File: config.mk
export PLATFORM = sky130hd
export DESIGN_NAME = biquad_filter_core_flat
export DESIGN_NICKNAME = d
export VERILOG_FILES = /design/src/sv/bqf_pkg.sv /design/src/sv/bqf_if.sv /design/src/sv/biquad_filter_core.sv /design/src/flat_wrapper.sv
export SDC_FILE = /design/constraint.sdc
export NUM_CORES = 1
export LEC_CHECK = 0
export BUFFER_PORTS_ARGS = -buffer_cell sky130_fd_sc_hd__buf_2
export CORE_UTILIZATION = 53
export CTS_CLUSTER_SIZE = 12
export DETAILED_ROUTE_END_ITERATION = 12
export PLACE_DENSITY = 0.7
export SETUP_SLACK_MARGIN = 0.3
export SYNTH_ARGS = -nofsm -noshare
export SYNTH_HDL_FRONTEND = slang
export SYNTH_SLANG_ARGS = --single-unit
File: constraint.sdc
create_clock -name clk_i -period 8.6 [get_ports clk_i]
set_input_delay 0.86 -clock clk_i [delete_from_list [all_inputs] [get_ports clk_i]]
set_output_delay 0.86 -clock clk_i [all_outputs]
set_load 0.02 [all_outputs]
File: src/sv/bqf_pkg.sv
package bqf_pkg;

  // Delay line word, fixed by the filter's state format.
  localparam int DELAY_WIDTH = 32;

  // Integer bits of every coefficient (Q4.x); the rest are fraction bits.
  localparam int COEF_INT_BITS = 4;

  // Configuration register index.
  localparam int CFG_IDX_W = 3;
  typedef logic [CFG_IDX_W-1:0] cfg_idx_t;

  localparam cfg_idx_t REG_FF_COEF_0 = 3'd0;
  localparam cfg_idx_t REG_FF_COEF_1 = 3'd1;
  localparam cfg_idx_t REG_FF_COEF_2 = 3'd2;
  localparam cfg_idx_t REG_FB_COEF_1 = 3'd3;
  localparam cfg_idx_t REG_FB_COEF_2 = 3'd4;

endpackage

File: src/sv/bqf_if.sv
// Input sample channel.
interface bqf_sample_in_if #(
  parameter int SAMPLE_WIDTH = 24
) ();
  logic                    valid;
  logic                    ready;
  logic [SAMPLE_WIDTH-1:0] sample_in;

  modport source (output valid, output sample_in, input ready);
  modport sink   (input valid, input sample_in, output ready);
endinterface

// Output sample channel.
interface bqf_sample_out_if #(
  parameter int SAMPLE_WIDTH = 24
) ();
  logic                    valid;
  logic                    ready;
  logic [SAMPLE_WIDTH-1:0] sample_out;

  modport source (output valid, output sample_out, input ready);
  modport sink   (input valid, input sample_out, output ready);
endinterface

// Coefficient write channel.
interface bqf_cfg_if #(
  parameter int COEF_WIDTH = 28
) ();
  logic                  valid;
  logic                  ready;
  bqf_pkg::cfg_idx_t     index;
  logic [COEF_WIDTH-1:0] value;

  modport source (output valid, output index, output value, input ready);
  modport sink   (input valid, input index, input value, output ready);
endinterface

File: src/sv/biquad_filter_core.sv
// Biquad IIR filter, direct form II, fixed point.
//
// Channels: sample_in_i takes one signed sample item per handshake,
// sample_out_o gives one filtered, saturated sample item for each of them,
// in order. cfg_i writes the five Q4.x coefficients (index 0..4: ff0, ff1,
// ff2, fb1, fb2); other indexes are dropped. cfg_i is always ready; write
// it only while no sample is in flight.
//
// Sequencing: all five products go through one shared shift-add
// multiplier that retires one coefficient bit per cycle; each product takes
// a load step, one step per coefficient bit, and an accumulate step. A new
// item is taken only once the previous result has been registered.
//
// Reset clears the coefficients, the delay line and the output valid flag.
// When the receiver stalls, the output register holds its item; a new
// sample is still accepted and computed, and its result waits in the final
// step until the output register is free.
module biquad_filter_core #(
  parameter int SAMPLE_WIDTH = 24,
  parameter int COEF_WIDTH   = 28
) (
  input  logic               clk_i,
  input  logic               rst_ni,
  bqf_sample_in_if.sink      sample_in_i,
  bqf_sample_out_if.source   sample_out_o,
  bqf_cfg_if.sink            cfg_i
);

  localparam int DW      = bqf_pkg::DELAY_WIDTH;
  localparam int FRAC    = COEF_WIDTH - bqf_pkg::COEF_INT_BITS;
  // Full product plus one guard bit from the serial accumulator.
  localparam int PROD_W  = DW + 1 + COEF_WIDTH;
  localparam int RND_W   = PROD_W - FRAC;
  // Room for three rounded products, or for the input sample plus two.
  localparam int ACC_W   = RND_W + 2;
  localparam int CNT_W   = (COEF_WIDTH > 1) ? $clog2(COEF_WIDTH) : 1;

  typedef enum logic [5:0] {
    S_IDLE = 6'b000001,
    S_LOAD = 6'b000010,
    S_MUL  = 6'b000100,
    S_ACC  = 6'b001000,
    S_W0   = 6'b010000,
    S_Y    = 6'b100000
  } state_e;

  // Product order: the two feedback terms first, then the three feedforward terms.
  localparam logic [2:0] STEP_FB1 = 3'd0;
  localparam logic [2:0] STEP_FB2 = 3'd1;
  localparam logic [2:0] STEP_FF0 = 3'd2;
  localparam logic [2:0] STEP_FF1 = 3'd3;
  localparam logic [2:0] STEP_FF2 = 3'd4;

  state_e state_q, state_d;

  // Coefficients.
  logic [COEF_WIDTH-1:0] ff0_q, ff1_q, ff2_q, fb1_q, fb2_q;

  // Delay line and current delay value.
  logic [DW-1:0] d1_q, d2_q, w0_q;

  // Serial multiplier: hi holds the running partial sum, lo shifts the
  // coefficient out and the low product bits in.
  logic [DW-1:0]         m_q;
  logic [DW:0]           hi_q;
  logic [COEF_WIDTH-1:0] lo_q;
  logic [CNT_W-1:0]      cnt_q;
  logic [2:0]            step_q;

  logic signed [ACC_W-1:0] acc_q;

  logic                    out_valid_q;
  logic [SAMPLE_WIDTH-1:0] out_data_q;

  // Operand select for the current step.
  logic [DW-1:0]         op_m;
  logic [COEF_WIDTH-1:0] op_c;
  logic                  op_neg;

  always_comb begin
    case (step_q)
      STEP_FB1: begin op_m = d1_q; op_c = fb1_q; op_neg = 1'b1; end
      STEP_FB2: begin op_m = d2_q; op_c = fb2_q; op_neg = 1'b1; end
      STEP_FF0: begin op_m = w0_q; op_c = ff0_q; op_neg = 1'b0; end
      STEP_FF1: begin op_m = d1_q; op_c = ff1_q; op_neg = 1'b0; end
      STEP_FF2: begin op_m = d2_q; op_c = ff2_q; op_neg = 1'b0; end
      default:  begin op_m = d2_q; op_c = ff2_q; op_neg = 1'b0; end
    endcase
  end

  // One multiplier bit: the coefficient's top bit carries negative weight.
  logic                    mul_last;
  logic signed [DW+1:0]    m_ext, hi_ext, addend, mul_sum;

  assign mul_last = (cnt_q == CNT_W'(COEF_WIDTH - 1));
  assign m_ext    = {{2{m_q[DW-1]}}, m_q};
  assign hi_ext   = {hi_q[DW], hi_q};
  assign addend   = lo_q[0] ? (mul_last ? -m_ext : m_ext) : '0;
  assign mul_sum  = hi_ext + addend;

  // Round half up: floor of the shifted product plus the first dropped bit.
  logic [PROD_W-1:0]       prod;
  logic signed [ACC_W-1:0] rnd;

  assign prod = {hi_q, lo_q};
  assign rnd  = $signed({{(ACC_W-RND_W){prod[PROD_W-1]}}, prod[PROD_W-1:FRAC]})
              + $signed({{(ACC_W-1){1'b0}}, prod[FRAC-1]});

  // Saturation of the accumulator to the delay word and to the sample word.
  logic          w0_ovf;
  logic [DW-1:0] w0_sat;
  logic                    y_ovf;
  logic [SAMPLE_WIDTH-1:0] y_sat;

  assign w0_ovf = !((&acc_q[ACC_W-1:DW-1]) || !(|acc_q[ACC_W-1:DW-1]));
  assign w0_sat = w0_ovf ? {acc_q[ACC_W-1], {(DW-1){~acc_q[ACC_W-1]}}} : acc_q[DW-1:0];

  assign y_ovf = !((&acc_q[ACC_W-1:SAMPLE_WIDTH-1]) || !(|acc_q[ACC_W-1:SAMPLE_WIDTH-1]));
  assign y_sat = y_ovf ? {acc_q[ACC_W-1], {(SAMPLE_WIDTH-1){~acc_q[ACC_W-1]}}}
                       : acc_q[SAMPLE_WIDTH-1:0];

  // Handshakes.
  logic in_fire, out_free, out_load;

  assign sample_in_i.ready   = (state_q == S_IDLE);
  assign in_fire             = sample_in_i.valid && sample_in_i.ready;
  assign out_free            = !out_valid_q || sample_out_o.ready;
  assign out_load            = (state_q == S_Y) && out_free;
  assign sample_out_o.valid  = out_valid_q;
  assign sample_out_o.sample_out = out_data_q;
  assign cfg_i.ready         = 1'b1;

  // Sequencer.
  always_comb begin
    state_d = state_q;
    unique case (state_q)
      S_IDLE: if (in_fire) state_d = S_LOAD;
      S_LOAD: state_d = S_MUL;
      S_MUL:  if (mul_last) state_d = S_ACC;
      S_ACC: begin
        if (step_q == STEP_FB2) begin
          state_d = S_W0;
        end else if (step_q == STEP_FF2) begin
          state_d = S_Y;
        end else begin
          state_d = S_LOAD;
        end
      end
      S_W0:   state_d = S_LOAD;
      S_Y:    if (out_free) state_d = S_IDLE;
      default: state_d = S_IDLE;
    endcase
  end

  always_ff @(posedge clk_i or negedge rst_ni) begin
    if (!rst_ni) begin
      state_q     <= S_IDLE;
      out_valid_q <= 1'b0;
      step_q      <= STEP_FB1;
      cnt_q       <= '0;
      ff0_q       <= '0;
      ff1_q       <= '0;
      ff2_q       <= '0;
      fb1_q       <= '0;
      fb2_q       <= '0;
      d1_q        <= '0;
      d2_q        <= '0;
    end else begin
      state_q <= state_d;

      // Coefficient writes; unknown indexes are dropped.
      if (cfg_i.valid) begin
        unique case (cfg_i.index)
          bqf_pkg::REG_FF_COEF_0: ff0_q <= cfg_i.value;
          bqf_pkg::REG_FF_COEF_1: ff1_q <= cfg_i.value;
          bqf_pkg::REG_FF_COEF_2: ff2_q <= cfg_i.value;
          bqf_pkg::REG_FB_COEF_1: fb1_q <= cfg_i.value;
          bqf_pkg::REG_FB_COEF_2: fb2_q <= cfg_i.value;
          default: ;
        endcase
      end

      if (in_fire) step_q <= STEP_FB1;

      if (state_q == S_LOAD) cnt_q <= '0;
      if (state_q == S_MUL)  cnt_q <= cnt_q + CNT_W'(1);

      // Advance to the next product after accumulating this one.
      if (state_q == S_ACC) step_q <= step_q + 3'd1;

      // Shift the delay line as the result leaves.
      if (out_load) begin
        d2_q <= d1_q;
        d1_q <= w0_q;
      end

      if (out_load) begin
        out_valid_q <= 1'b1;
      end else if (sample_out_o.ready) begin
        out_valid_q <= 1'b0;
      end
    end
  end

  // Datapath registers.
  always_ff @(posedge clk_i) begin
    if (in_fire) begin
      acc_q <= $signed({{(ACC_W-SAMPLE_WIDTH){sample_in_i.sample_in[SAMPLE_WIDTH-1]}},
                        sample_in_i.sample_in});
    end

    if (state_q == S_LOAD) begin
      m_q  <= op_m;
      hi_q <= '0;
      lo_q <= op_c;
    end

    if (state_q == S_MUL) begin
      hi_q <= mul_sum[DW+1:1];
      lo_q <= {mul_sum[0], lo_q[COEF_WIDTH-1:1]};
    end

    if (state_q == S_ACC) begin
      acc_q <= op_neg ? (acc_q - rnd) : (acc_q + rnd);
    end

    // Clamp the new delay value and start the output sum from zero.
    if (state_q == S_W0) begin
      w0_q  <= w0_sat;
      acc_q <= '0;
    end

    if (out_load) out_data_q <= y_sat;
  end

endmodule
File: src/flat_wrapper.sv
// flat-port wrapper written by rule: the top's interface ports become plain ports
module biquad_filter_core_flat 
#(
  parameter int SAMPLE_WIDTH = 24,
  parameter int COEF_WIDTH   = 28
)
  (clk_i, rst_ni, sample_in_i_valid, sample_in_i_sample_in, sample_in_i_ready, sample_out_o_valid, sample_out_o_sample_out, sample_out_o_ready, cfg_i_valid, cfg_i_index, cfg_i_value, cfg_i_ready);
  bqf_sample_in_if #(.SAMPLE_WIDTH(SAMPLE_WIDTH)) sample_in_i_i ();
  bqf_sample_out_if #(.SAMPLE_WIDTH(SAMPLE_WIDTH)) sample_out_o_i ();
  bqf_cfg_if #(.COEF_WIDTH(COEF_WIDTH)) cfg_i_i ();
  input  logic clk_i;
  input  logic rst_ni;
  input wire logic [$bits(sample_in_i_i.valid)-1:0] sample_in_i_valid;
  input wire logic [$bits(sample_in_i_i.sample_in)-1:0] sample_in_i_sample_in;
  output wire logic [$bits(sample_in_i_i.ready)-1:0] sample_in_i_ready;
  output wire logic [$bits(sample_out_o_i.valid)-1:0] sample_out_o_valid;
  output wire logic [$bits(sample_out_o_i.sample_out)-1:0] sample_out_o_sample_out;
  input wire logic [$bits(sample_out_o_i.ready)-1:0] sample_out_o_ready;
  input wire logic [$bits(cfg_i_i.valid)-1:0] cfg_i_valid;
  input wire logic [$bits(cfg_i_i.index)-1:0] cfg_i_index;
  input wire logic [$bits(cfg_i_i.value)-1:0] cfg_i_value;
  output wire logic [$bits(cfg_i_i.ready)-1:0] cfg_i_ready;
  assign sample_in_i_i.valid = sample_in_i_valid;
  assign sample_in_i_i.sample_in = sample_in_i_sample_in;
  assign sample_in_i_ready = sample_in_i_i.ready;
  assign sample_out_o_valid = sample_out_o_i.valid;
  assign sample_out_o_sample_out = sample_out_o_i.sample_out;
  assign sample_out_o_i.ready = sample_out_o_ready;
  assign cfg_i_i.valid = cfg_i_valid;
  assign cfg_i_i.index = cfg_i_index;
  assign cfg_i_i.value = cfg_i_value;
  assign cfg_i_ready = cfg_i_i.ready;
  biquad_filter_core #(.SAMPLE_WIDTH(SAMPLE_WIDTH), .COEF_WIDTH(COEF_WIDTH)) u_core (.clk_i(clk_i), .rst_ni(rst_ni), .sample_in_i(sample_in_i_i), .sample_out_o(sample_out_o_i), .cfg_i(cfg_i_i));
endmodule
=== Word-level counts from Yosys, hierarchy flattened ===
Cells that the tools add are included.

* Bits in registers: 407
* Bits in latches: 0
* Memory bits (writable): 0
* Bits in read-only memories: 0
* Input bits: 60
* Output and inout port bits: 27
* Word-level logic and storage cells: 94
* Memories kept: 0

* Add/sub/neg operators: 7
* Multipliers: 0
* Div/mod/pow operators: 0
* $lt $le $gt $ge: 0
* Equality and inequality tests: 18
* Shifts and indexed selects: 0
* Muxes and demuxes: 26
* Bitwise gates (word level): 1
* Reductions and logical operators: 25

{| class="wikitable"
|+ Operator list
! operator !! number
|-
| $mux W39 || 3
|-
| $pmux W28 S4 || 1
|-
| $mux W34 || 2
|-
| $mux W33 || 2
|-
| $pmux W32 S2 || 1
|-
| $mux W28 || 2
|-
| $add A39 B39 Y39 || 1
|-
| $sub A39 B39 Y39 || 1
|-
| $add A37 B2 Y38 || 1
|-
| $pmux W6 S6 || 1
|-
| $add A33 B34 Y34 || 1
|-
| $neg A34 Y34 || 1
|-
| $mux W32 || 1
|-
| $mux W6 || 5
|-
| $mux W24 || 1
|-
| $reduce_and A16 Y1 || 1
|-
| $reduce_or A16 Y1 || 1
|-
| $eq A3 B2 Y1 const B || 4
|-
| $mux W5 || 2
|-
| $reduce_and A2 Y1 || 5
|-
| $reduce_and A8 Y1 || 1
|-
| $reduce_or A8 Y1 || 1
|-
| $eq A3 B1 Y1 const B || 2
|-
| $eq A3 B3 Y1 const B || 2
|-
| 21 further kinds || 34
|}

=== Depth between registers and ports, before layout ===
Gate-level depths: netlist of run 1.

* Depth in word-level cells: 5
* Depth in mapped cells: 26
* Mapped depth without buffers: 24

=== Least setup slack after synthesis of run 1 ===
OpenSTA, ideal clock, no wires.

* Path kind: flip-flop to flip-flop
* From: reg u_core.state_q[3]
* To: reg u_core.hi_q[0] (enable)
* Library setup time: 0.415 ns
* Data arrival time: 5.297 ns
* Required time: 8.185 ns
* Setup slack: 2.888 ns
* Cell stages (with the launch flop): 5
* Path buffers: 0
* Period minus slack after synthesis: 5.712 ns
* Cells stage by stage: dfrtp_1 > or4_1 > nor3b_1 > nor2_1 > inv_1

* Longest elaborated chain between the ends: 2
* Elaborated cells between the ends (all ways): 3
* Those cells by class: 2 x eq/ne; 1 x reduce/logical

{| class="wikitable"
|+ RTL lines
! element !! RTL line !! source
|-
| start, declared || biquad_filter_core.sv:54 || <nowiki>state_e state_q, state_d;</nowiki>
|-
| start signal, assigned || biquad_filter_core.sv:169 || <nowiki>state_q <= state_d;</nowiki>
|-
| $eq A6 B3 Y1 / $eq A6 B2 Y1 (equally long branches) || biquad_filter_core.sv:218, biquad_filter_core.sv:212 ||
|-
| $reduce_bool A2 Y1 (no line) * || -- ||
|-
| end signal, assigned || biquad_filter_core.sv:219 || <nowiki>hi_q <= mul_sum[DW+1:1];</nowiki>
|-
| end, declared || biquad_filter_core.sv:65 || <nowiki>logic [DW:0] hi_q;</nowiki>
|}

Every way passes the cells marked *; elsewhere a longest branch is shown, timed or not.
A chain may end at the register's enable or synchronous reset.

=== Final worst setup path of run 1 ===
* From: reg u_core.lo_q[23]
* To: reg u_core.acc_q[36]

* Longest elaborated chain between the ends: 4
* Elaborated cells between the ends (all ways): 5
* Those cells by class: 3 x add/sub; 2 x mux

{| class="wikitable"
|+ RTL lines
! element !! RTL line !! source
|-
| start, declared || biquad_filter_core.sv:66 || <nowiki>logic [COEF_WIDTH-1:0] lo_q;</nowiki>
|-
| start signal, assigned || biquad_filter_core.sv:215 || <nowiki>lo_q <= op_c;</nowiki>
|-
| start signal, assigned || biquad_filter_core.sv:220 || <nowiki>lo_q <= {mul_sum[0], lo_q[COEF_WIDTH-1:1]};</nowiki>
|-
| $add A37 B2 Y38 * || biquad_filter_core.sv:107 || <nowiki>+ $signed({{(ACC_W-1){1'b0}}, prod[FRAC-1]});</nowiki>
|-
| $add A39 B39 Y39 / $sub A39 B39 Y39 (equally long branches) || biquad_filter_core.sv:224 || <nowiki>acc_q <= op_neg ? (acc_q - rnd) : (acc_q + rnd);</nowiki>
|-
| $mux W39 * || biquad_filter_core.sv:224 ||
|-
| $mux W39 * || biquad_filter_core.sv:223 || <nowiki>if (state_q == S_ACC) begin</nowiki>
|-
| end signal, assigned || biquad_filter_core.sv:208 || <nowiki>acc_q <= $signed({{(ACC_W-SAMPLE_WIDTH){sample_in_i.sample_in[SAMPLE_WIDTH-1]}},</nowiki>
|-
| end signal, assigned || biquad_filter_core.sv:224 ||
|-
| end, declared || biquad_filter_core.sv:70 || <nowiki>logic signed [ACC_W-1:0] acc_q;</nowiki>
|}

Marks and branches as above.

==> results of run 1 <==
-- where the power goes --
part | total [W] | internal [W] | switching [W]
clock | 0.00189 | 0.00109 | 0.000799
combinational | 0.00288 | 0.00126 | 0.00161
sequential | 0.00294 | 0.00250 | 0.000442
-- worst min-delay path by stage --
| stage | start | endpoint | cells past startpoint |
|---|---|---|---|
| 4_1_cts | rst_ni | u_core.d2_q[20] | 1 |
| 5_1_grt | rst_ni | u_core.d1_q[25] | 1 |
| 3_5_place_dp | u_core.w0_q[8] | u_core.d1_q[8] | 2 |
| 6_report | rst_ni | u_core.d2_q[20] | 1 |
| 2_1_floorplan | u_core.w0_q[0] | u_core.d1_q[0] | 2 |
| 3_3_place_gp | u_core.w0_q[28] | u_core.d1_q[28] | 2 |
-- area by class of cell --
cell class / count / share of cell area
repair buffers: 115 / 0.0259
clock buffers: 73 / 0.0519
inverters: 35 / 0.00516
diodes: 1 / 0.0000983
clock inverters: 10 / 0.00491
well taps: 585 / 0.0287
flip-flops and latches: 407 / 0.422
multi-input cells: 1785 / 0.461
-- per-stage QoR --
step	total power, W	cell area (um2)
5_1_grt	0.00816	25500
3_5_place_dp	0.00582	24000
3_3_place_gp	0.00575	24000
6_report	0.00771	25500
2_1_floorplan	0.00505	23100
4_1_cts	0.00773	25500
-- state kept, by name, indices dropped and copies added, names as in the netlist --
signal,cells
u_core.ff0_q,28
u_core.d2_q,32
u_core.step_q,3
u_core.w0_q,32
u_core.lo_q,28
u_core.d1_q,32
u_core.hi_q,33
u_core.sample_out_o.valid,1
u_core.state_q,6
u_core.ff2_q,28
u_core.fb2_q,28
u_core.ff1_q,28
u_core.cnt_q,5
u_core.acc_q,39
u_core.fb1_q,28
u_core.sample_out_o.sample_out,24
u_core.m_q,32
-- logic make-up (layout without fill, tap and decap cells) --
kind of cell / Yosys count / after routing / synth area share
muxes: 145 / 145 / 0.0705
adders and majority gates: 83 / 83 / 0.0457
DFF: 407 / 407 / 0.465
AOI/OAI and AO/OA: 574 / 574 / 0.170
buffers and inverters: 169 / 233 / 0.0279
xor gates and xnor gates: 150 / 150 / 0.0569
and+or+nand+nor: 832 / 832 / 0.164
other: 1 / 2 / 0.000163
-- placed cells by master, fill, tap and decap left out, types with 23 or more instances in the layout --
| master | netlist | final |
|---|---|---|
| buf_2 | 5 | 84 |
| and3_1 | 23 | 23 |
| a221o_1 | 58 | 58 |
| o21a_1 | 37 | 37 |
| nand2_1 | 382 | 382 |
| dfxtp_1 | 39 | 39 |
| a21oi_1 | 163 | 163 |
| a22oi_1 | 36 | 36 |
| ha_1 | 81 | 81 |
| buf_4 | 1 | 30 |
| clkbuf_16 | 0 | 46 |
| dfrtp_1 | 218 | 218 |
| and2_1 | 35 | 35 |
| o21ai_0 | 88 | 88 |
| a21o_1 | 33 | 33 |
| xor2_1 | 56 | 56 |
| edfxtp_1 | 149 | 149 |
| xnor2_1 | 94 | 94 |
| nor3_1 | 35 | 34 |
| mux2_2 | 140 | 140 |
| nor2_1 | 185 | 182 |
| inv_1 | 35 | 33 |
| nand3_1 | 45 | 45 |
-- layer usage --
layer / vias up / track usage
met5: - / 0
met2: 411 / 0.499
li1: 8644 / -
met3: 112 / 0.0317
met1: 9140 / 0.321
met4: 0 / 0.0887
==> summary.txt, run 1 <==
Synth
  – Synth area leader: dfrtp_1
  – Mapped Cells: 2361
  – Post-synthesis register bit count: 407
  – Distinct cell type count of the synthesized netlist: 78
  – Post-synth EDFFs: 149
  – Seq/Total Area, Yosys: 0.465
  – Syn nets: 2504
  – Syn_area_per_cell: 9.77 um2
  – Asr flop ratio synth: 0.538
  – Cell area after synthesis: 23100 um2
  – Synth Flop Type: dfrtp_1
  – Most frequent cell after synthesis: nand2_1
  – Top cells by count, synth: 382 x nand2_1, 218 x dfrtp_1, 185 x nor2_1, 163 x a21oi_1, 149 x edfxtp_1
  – Ys Warns: 0
  – Top cell type's share of synthesized area: 0.236
  – Top area cells in the synthesized netlist: dfrtp_1 24%, edfxtp_1 19%, mux2_2 6.8%

Detailed routing
  – Final wirelength: 59200 um
  – Vias post-DR: 18300
  – Max layer used: met4
  – Initial DRT Pass Iterations: 5
  – WL met2: 31000 um
  – WL met3: 2310 um
  – DRC: 0
  – Iteration-0 DRC Markers: 1230
  – Routed met1 length: 24200 um
  – Post-route ant nets: 0
  – Via density: 6.08
  – Average wire per standard cell: 19.7 um

Floorplan
  – Die X: 211 um
  – Core area: 43000 um2
  – Height of the die: 211 um
  – # IOs: 87
  – Die area: 44400 um2
  – Starting Density: 0.537
  – Row cnt: 76

Pwr
  – P per Cell Area: 303 nW/um2
  – Leak pwr: 10.6 nW
  – VDD IR-drop max: 0.184 mV

Worst setup path
  – CP Buf/Inv Count: 0
  – Critical Path Fanout Max: 8
  – Worst setup SP type: register
  – Worst r2r dst: u_core.acc_q[36]
  – Critical path type: register to register
  – CP endpoint: u_core.acc_q[36]
  – Cell depth of the worst flop-to-flop path: 21
  – Reg2reg start: u_core.lo_q[23]
  – R2R setup slack: 2.38 ns
  – Crit path launch: u_core.lo_q[23]
  – Worst Setup End Kind: register
  – Crit-path leading delay family: compound AO/OA/AOI/OAI gates
  – Slowest CP cell: or4_1
  – Critical path depth in cells: 21
  – Worst EP arrival: 6.65 ns
  – Slowest stage delay, CP: 0.65 ns
  – Crit-path cells: ha_1, ha_1, nand3_1, or4_1, xnor2_1, nor4_1, o2111a_1, nand3_1, o21ai_0, xnor2_1, ha_1, a21oi_1, o21ai_0, a211oi_1, o2111ai_1, a31o_2, a21o_1, a221oi_1, xnor2_1, a221oi_1, nor2_1
  – Worst EP required: 9.03 ns

STA
  – Final setup fails: 0
  – Max-slew headroom: 0.221
  – Max Slew Vio Count: 0
  – Endpoints failing hold: 0
  – Clock skew: 0.0315 ns
  – Worst Slack Setup Final: 2.38 ns
  – RSZ-0062 raised after global routing: no
  – Maximum clock frequency: 0.161 GHz
  – Setup TNS Final: 0 ns
  – Least-Margin Pin Slew: 1.17 ns
  – Worst hold margin: 0.255 ns
  – Tcrit/Tclk final: 0.724
  – Min Clock Period, post-route: 6.22 ns

Global route
  – Global-route usage over all layers: 0.269
  – Antenna violations before repair: 0
  – Global route overflow: 0
  – Vias in the first global route: 18200
  – Global-route wire length before repair: 95300 um
  – Largest net degree at the start of global routing: 89

Finish
  – Area grow syn2layout: 10.3%
  – Layout Cells excl Fill: 3011
  – FF/Latch Area: 10700 um2
  – Final core utilization: 0.592
  – Share of cells above drive strength 1: 0.143
  – Nets: 2532
  – Layout fillers: 3757
  – Area occupied by multi-input gates: 11800 um2

Placement
  – Post-DP HPWL: 40100 um
  – Placed cells: 2927
  – Routability cong.: 0.950
  – Dpl ws: 2.50 ns
  – Port Buffer Count: 85

Clocking
  – Clk Latency, worst-skew pair: 0.59 ns
  – CTS HTree Levels: 2
  – Post-cts hold buffer count: 0
  – Clock sinks: 407
  – Total CTS buffers: 45
  – Max clock buf depth: 3
  – CTS tree: done
  – Resized Gates After CTS: 0
  – Clock slew at reported path FFs: 0.06 ns
  – CTS root buffer: clkbuf_16
  – Post-CTS setup buffers: 0

Status
  – Status: complete, no violations

Worst hold path
  – Hold Path Class: primary input to asynchronous set/reset pin

Job
  – Max Cap Viol: 0
No activity file was read; power rests on OpenSTA's default activity.
==> run 2: changes to the inputs <==
PLACE_DENSITY = 0.73   (was 0.7)
clock period = 5.55 ns   (was 8.6 ns; I/O delays follow)
==> run 2 against run 1 <==
Effect of this change: critical path depth is the same; maximum frequency up 22%; die area stayed put; largest cell class unchanged; combinational power grew 67%; sequential power is 54% higher; design area is 2.1% higher; register-to-register slack got worse by 1.9 ns; hold slack lost 0.17 ns; clock power up 56%.
==> summary.txt, run 2 (synthesis gave the netlist of run 1 again) <==
Status
  – Status: complete, no violations (unchanged)

Finish
  – Top reg by flops: u_core.acc_q (unchanged)
  – Largest register FFs: 39 (unchanged)
  – Final instance area: 26000 um2 (was 25500 um2)
  – Most common cell after layout, fill and taps aside: nand2_1 (unchanged)
  – Area grow syn2layout: 12.6% (was 10.3%)
  – Most frequent cells in the layout: 381 x nand2_1, 218 x dfrtp_1, 176 x nor2_1 (was 382 x nand2_1, 218 x dfrtp_1, 182 x nor2_1)
  – Share of cells above drive strength 1: 0.171 (was 0.143)
  – Final core utilization: 0.605 (was 0.592)
  – Nets: 2563 (was 2532)
  – Largest regs: u_core.acc_q: 39 flops, u_core.hi_q: 33 flops (unchanged)
  – # diodes: 0 (was 1)

Clocking
  – Clock sinks: 407 (unchanged)
  – Max clock buf depth: 3 (unchanged)
  – CTS tree: done (unchanged)
  – Clk Latency, worst-skew pair: 0.60 ns (was 0.59 ns)
  – CTS root buffer: clkbuf_16 (unchanged)
  – CTS HTree Levels: 2 (unchanged)
  – Total CTS buffers: 45 (unchanged)
  – Clock slew at reported path FFs: 0.06 ns (about the same)

STA
  – Min Clock Period, post-route: 5.09 ns (was 6.22 ns)
  – Clock skew: 0.0196 ns (was 0.0315 ns)
  – Final setup fails: 0 (unchanged)
  – Max Slew Vio Count: 0 (unchanged)
  – RSZ-0062 raised after global routing: yes (was no)
  – Tcrit/Tclk final: 0.918 (was 0.724)
  – Maximum clock frequency: 0.196 GHz (was 0.161 GHz)
  – Least-Margin Pin Slew: 0.941 ns (was 1.17 ns)
  – Max-slew headroom: 0.373 (was 0.221)
  – Endpoints failing hold: 0 (unchanged)
  – Setup TNS Final: 0 ns (unchanged)

Global route
  – Global-route usage over all layers: 0.275 (was 0.269)
  – Global-route wire length before repair: 96500 um (was 95300 um)
  – Vias in the first global route: 18200 (about the same)
  – Antenna violations before repair: 1 (was 0)
  – Largest net degree at the start of global routing: 126 (was 89)
  – Global route overflow: 0 (unchanged)

Worst setup path
  – R2R setup slack: 0.46 ns (was 2.38 ns)
  – Slowest stage delay, CP: 0.55 ns (was 0.65 ns)
  – Worst Setup End Kind: register (unchanged)
  – Cell depth of the worst flop-to-flop path: 21 (unchanged)
  – Crit-path cells: ha_4, ha_1, nand3_2, or4_4, xnor2_4, nor4_4, o2111a_1, a31oi_1, xor2_1, ha_1, a21oi_1, o21bai_1, a41o_1, a21oi_2, o2111ai_2, a31o_4, a21o_1, a221oi_2, xnor2_1, a221oi_2, nor2_1 (was ha_1, ha_1, nand3_1, or4_1, xnor2_1, nor4_1, o2111a_1, nand3_1, o21ai_0, xnor2_1, ha_1, a21oi_1, o21ai_0, a211oi_1, o2111ai_1, a31o_2, a21o_1, a221oi_1, xnor2_1, a221oi_1, nor2_1)
  – Worst EP required: 5.99 ns (was 9.03 ns)
  – Worst EP arrival: 5.53 ns (was 6.65 ns)
  – Reg2reg start: u_core.lo_q[24] (was u_core.lo_q[23])
  – Critical path type: register to register (unchanged)
  – Worst setup SP type: register (unchanged)
  – Critical path depth in cells: 21 (unchanged)
  – Crit-path leading delay family: compound AO/OA/AOI/OAI gates (unchanged)
  – Slowest CP cell: or4_4 (was or4_1)
  – CP Buf/Inv Count: 0 (unchanged)
  – Critical Path Fanout Max: 7 (was 8)
  – Worst r2r dst: u_core.acc_q[36] (unchanged)

Floorplan
  – Die X: 211 um (unchanged)
  – # IOs: 87 (unchanged)
  – Die area: 44400 um2 (unchanged)
  – Starting Density: 0.537 (unchanged)
  – Height of the die: 211 um (unchanged)
  – Core area: 43000 um2 (unchanged)
  – Row cnt: 76 (unchanged)

Detailed routing
  – Iteration-0 DRC Markers: 1392 (was 1230)
  – Final wirelength: 61300 um (was 59200 um)
  – Vias post-DR: 18500 (was 18300)
  – Average wire per standard cell: 20.2 um (was 19.7 um)
  – Initial DRT Pass Iterations: 6 (was 5)
  – Post-route ant nets: 0 (unchanged)
  – DRC: 0 (unchanged)
  – Via density: 6.08 (about the same)

Pwr
  – VDD IR-drop max: 0.298 mV (was 0.184 mV)
  – P per Cell Area: 473 nW/um2 (was 303 nW/um2)
  – Leak pwr: 10.9 nW (was 10.6 nW)

Worst hold path
  – Hold Path Class: primary input to asynchronous set/reset pin (unchanged)

Placement
  – Port Buffer Count: 85 (unchanged)
  – DP Area: 24200 um2 (was 24000 um2)
  – Post-DP HPWL: 41600 um (was 40100 um)
  – Routability cong.: 0.898 (was 0.950)

Job
  – Max Cap Viol: 0 (unchanged)
[run 2: cell types whose count changed in the layout (fill, tap and decap cells not counted), sizes merged]
cell | previous run | this run
bufinv | 1 | 2
clkinv | 6 | 12
diode | 1 | 0
clkbuf | 73 | 67
buf | 115 | 146
clkinvlp | 1 | 0
[run 2: worst max-delay path by stage]
| stage | from | slack, ns | endpoint |
|---|---|---|---|
| floorplan | u_core.lo_q[23] | 0.31 | u_core.acc_q[36] |
| global placement | u_core.lo_q[23] | 0.20 | u_core.acc_q[29] |
| detailed placement | u_core.lo_q[24] | 0.17 | u_core.acc_q[29] |
| CTS | u_core.lo_q[24] | 0.31 | u_core.acc_q[36] |
| global route | u_core.lo_q[25] | 0.20 | u_core.acc_q[35] |
| finish | u_core.lo_q[24] | 0.46 | u_core.acc_q[36] |
[run 2: metal layers]
metal	GRT usage	share of wire	vias to the layer above
met2	0.487	0.51	575
met1	0.344	0.41	9097
met3	0.0329	0.050	125
li1	-	-	8691
met4	0.102	0.034	2
met5	0	0.00021	-
[run 2: area by class of cell]
cell class              instances  area [um2]
multi-input cells            1785       12000
repair buffers                146         906
fillers                      3608       17000
clock buffers                  67        1280
flip-flops and latches        407       10700
clock inverters                16         179
inverters                      35         131
well taps                     585         732
[run 2: power breakdown]
group	internal (W)	switching, W
combinational	0.00211	0.00270
sequential	0.00387	0.000652
clock	0.00170	0.00125
[run 2: repair_timing]
action                                  4_1_cts  5_1_grt
endpoints found under the hold margin         0        0
gates resized for setup                       4       50
setup buffers                                 0        5
pin swaps                                     1       15
endpoints found under the setup margin        3       20
hold buffers                                  0        0
[run 2: metrics by stage]
step	std cells	worst slack (ns)	total power (W)	hold WS [ns]
2_1_floorplan	2361	0.306	0.00783	0.259
3_3_place_gp	2953	0.198	0.00895	0.446
4_1_cts	3036	0.310	0.0121	0.105
6_report	3041	0.457	0.0123	0.0844
3_5_place_dp	2953	0.171	0.00907	0.461
5_1_grt	3041	0.203	0.0130	0.147
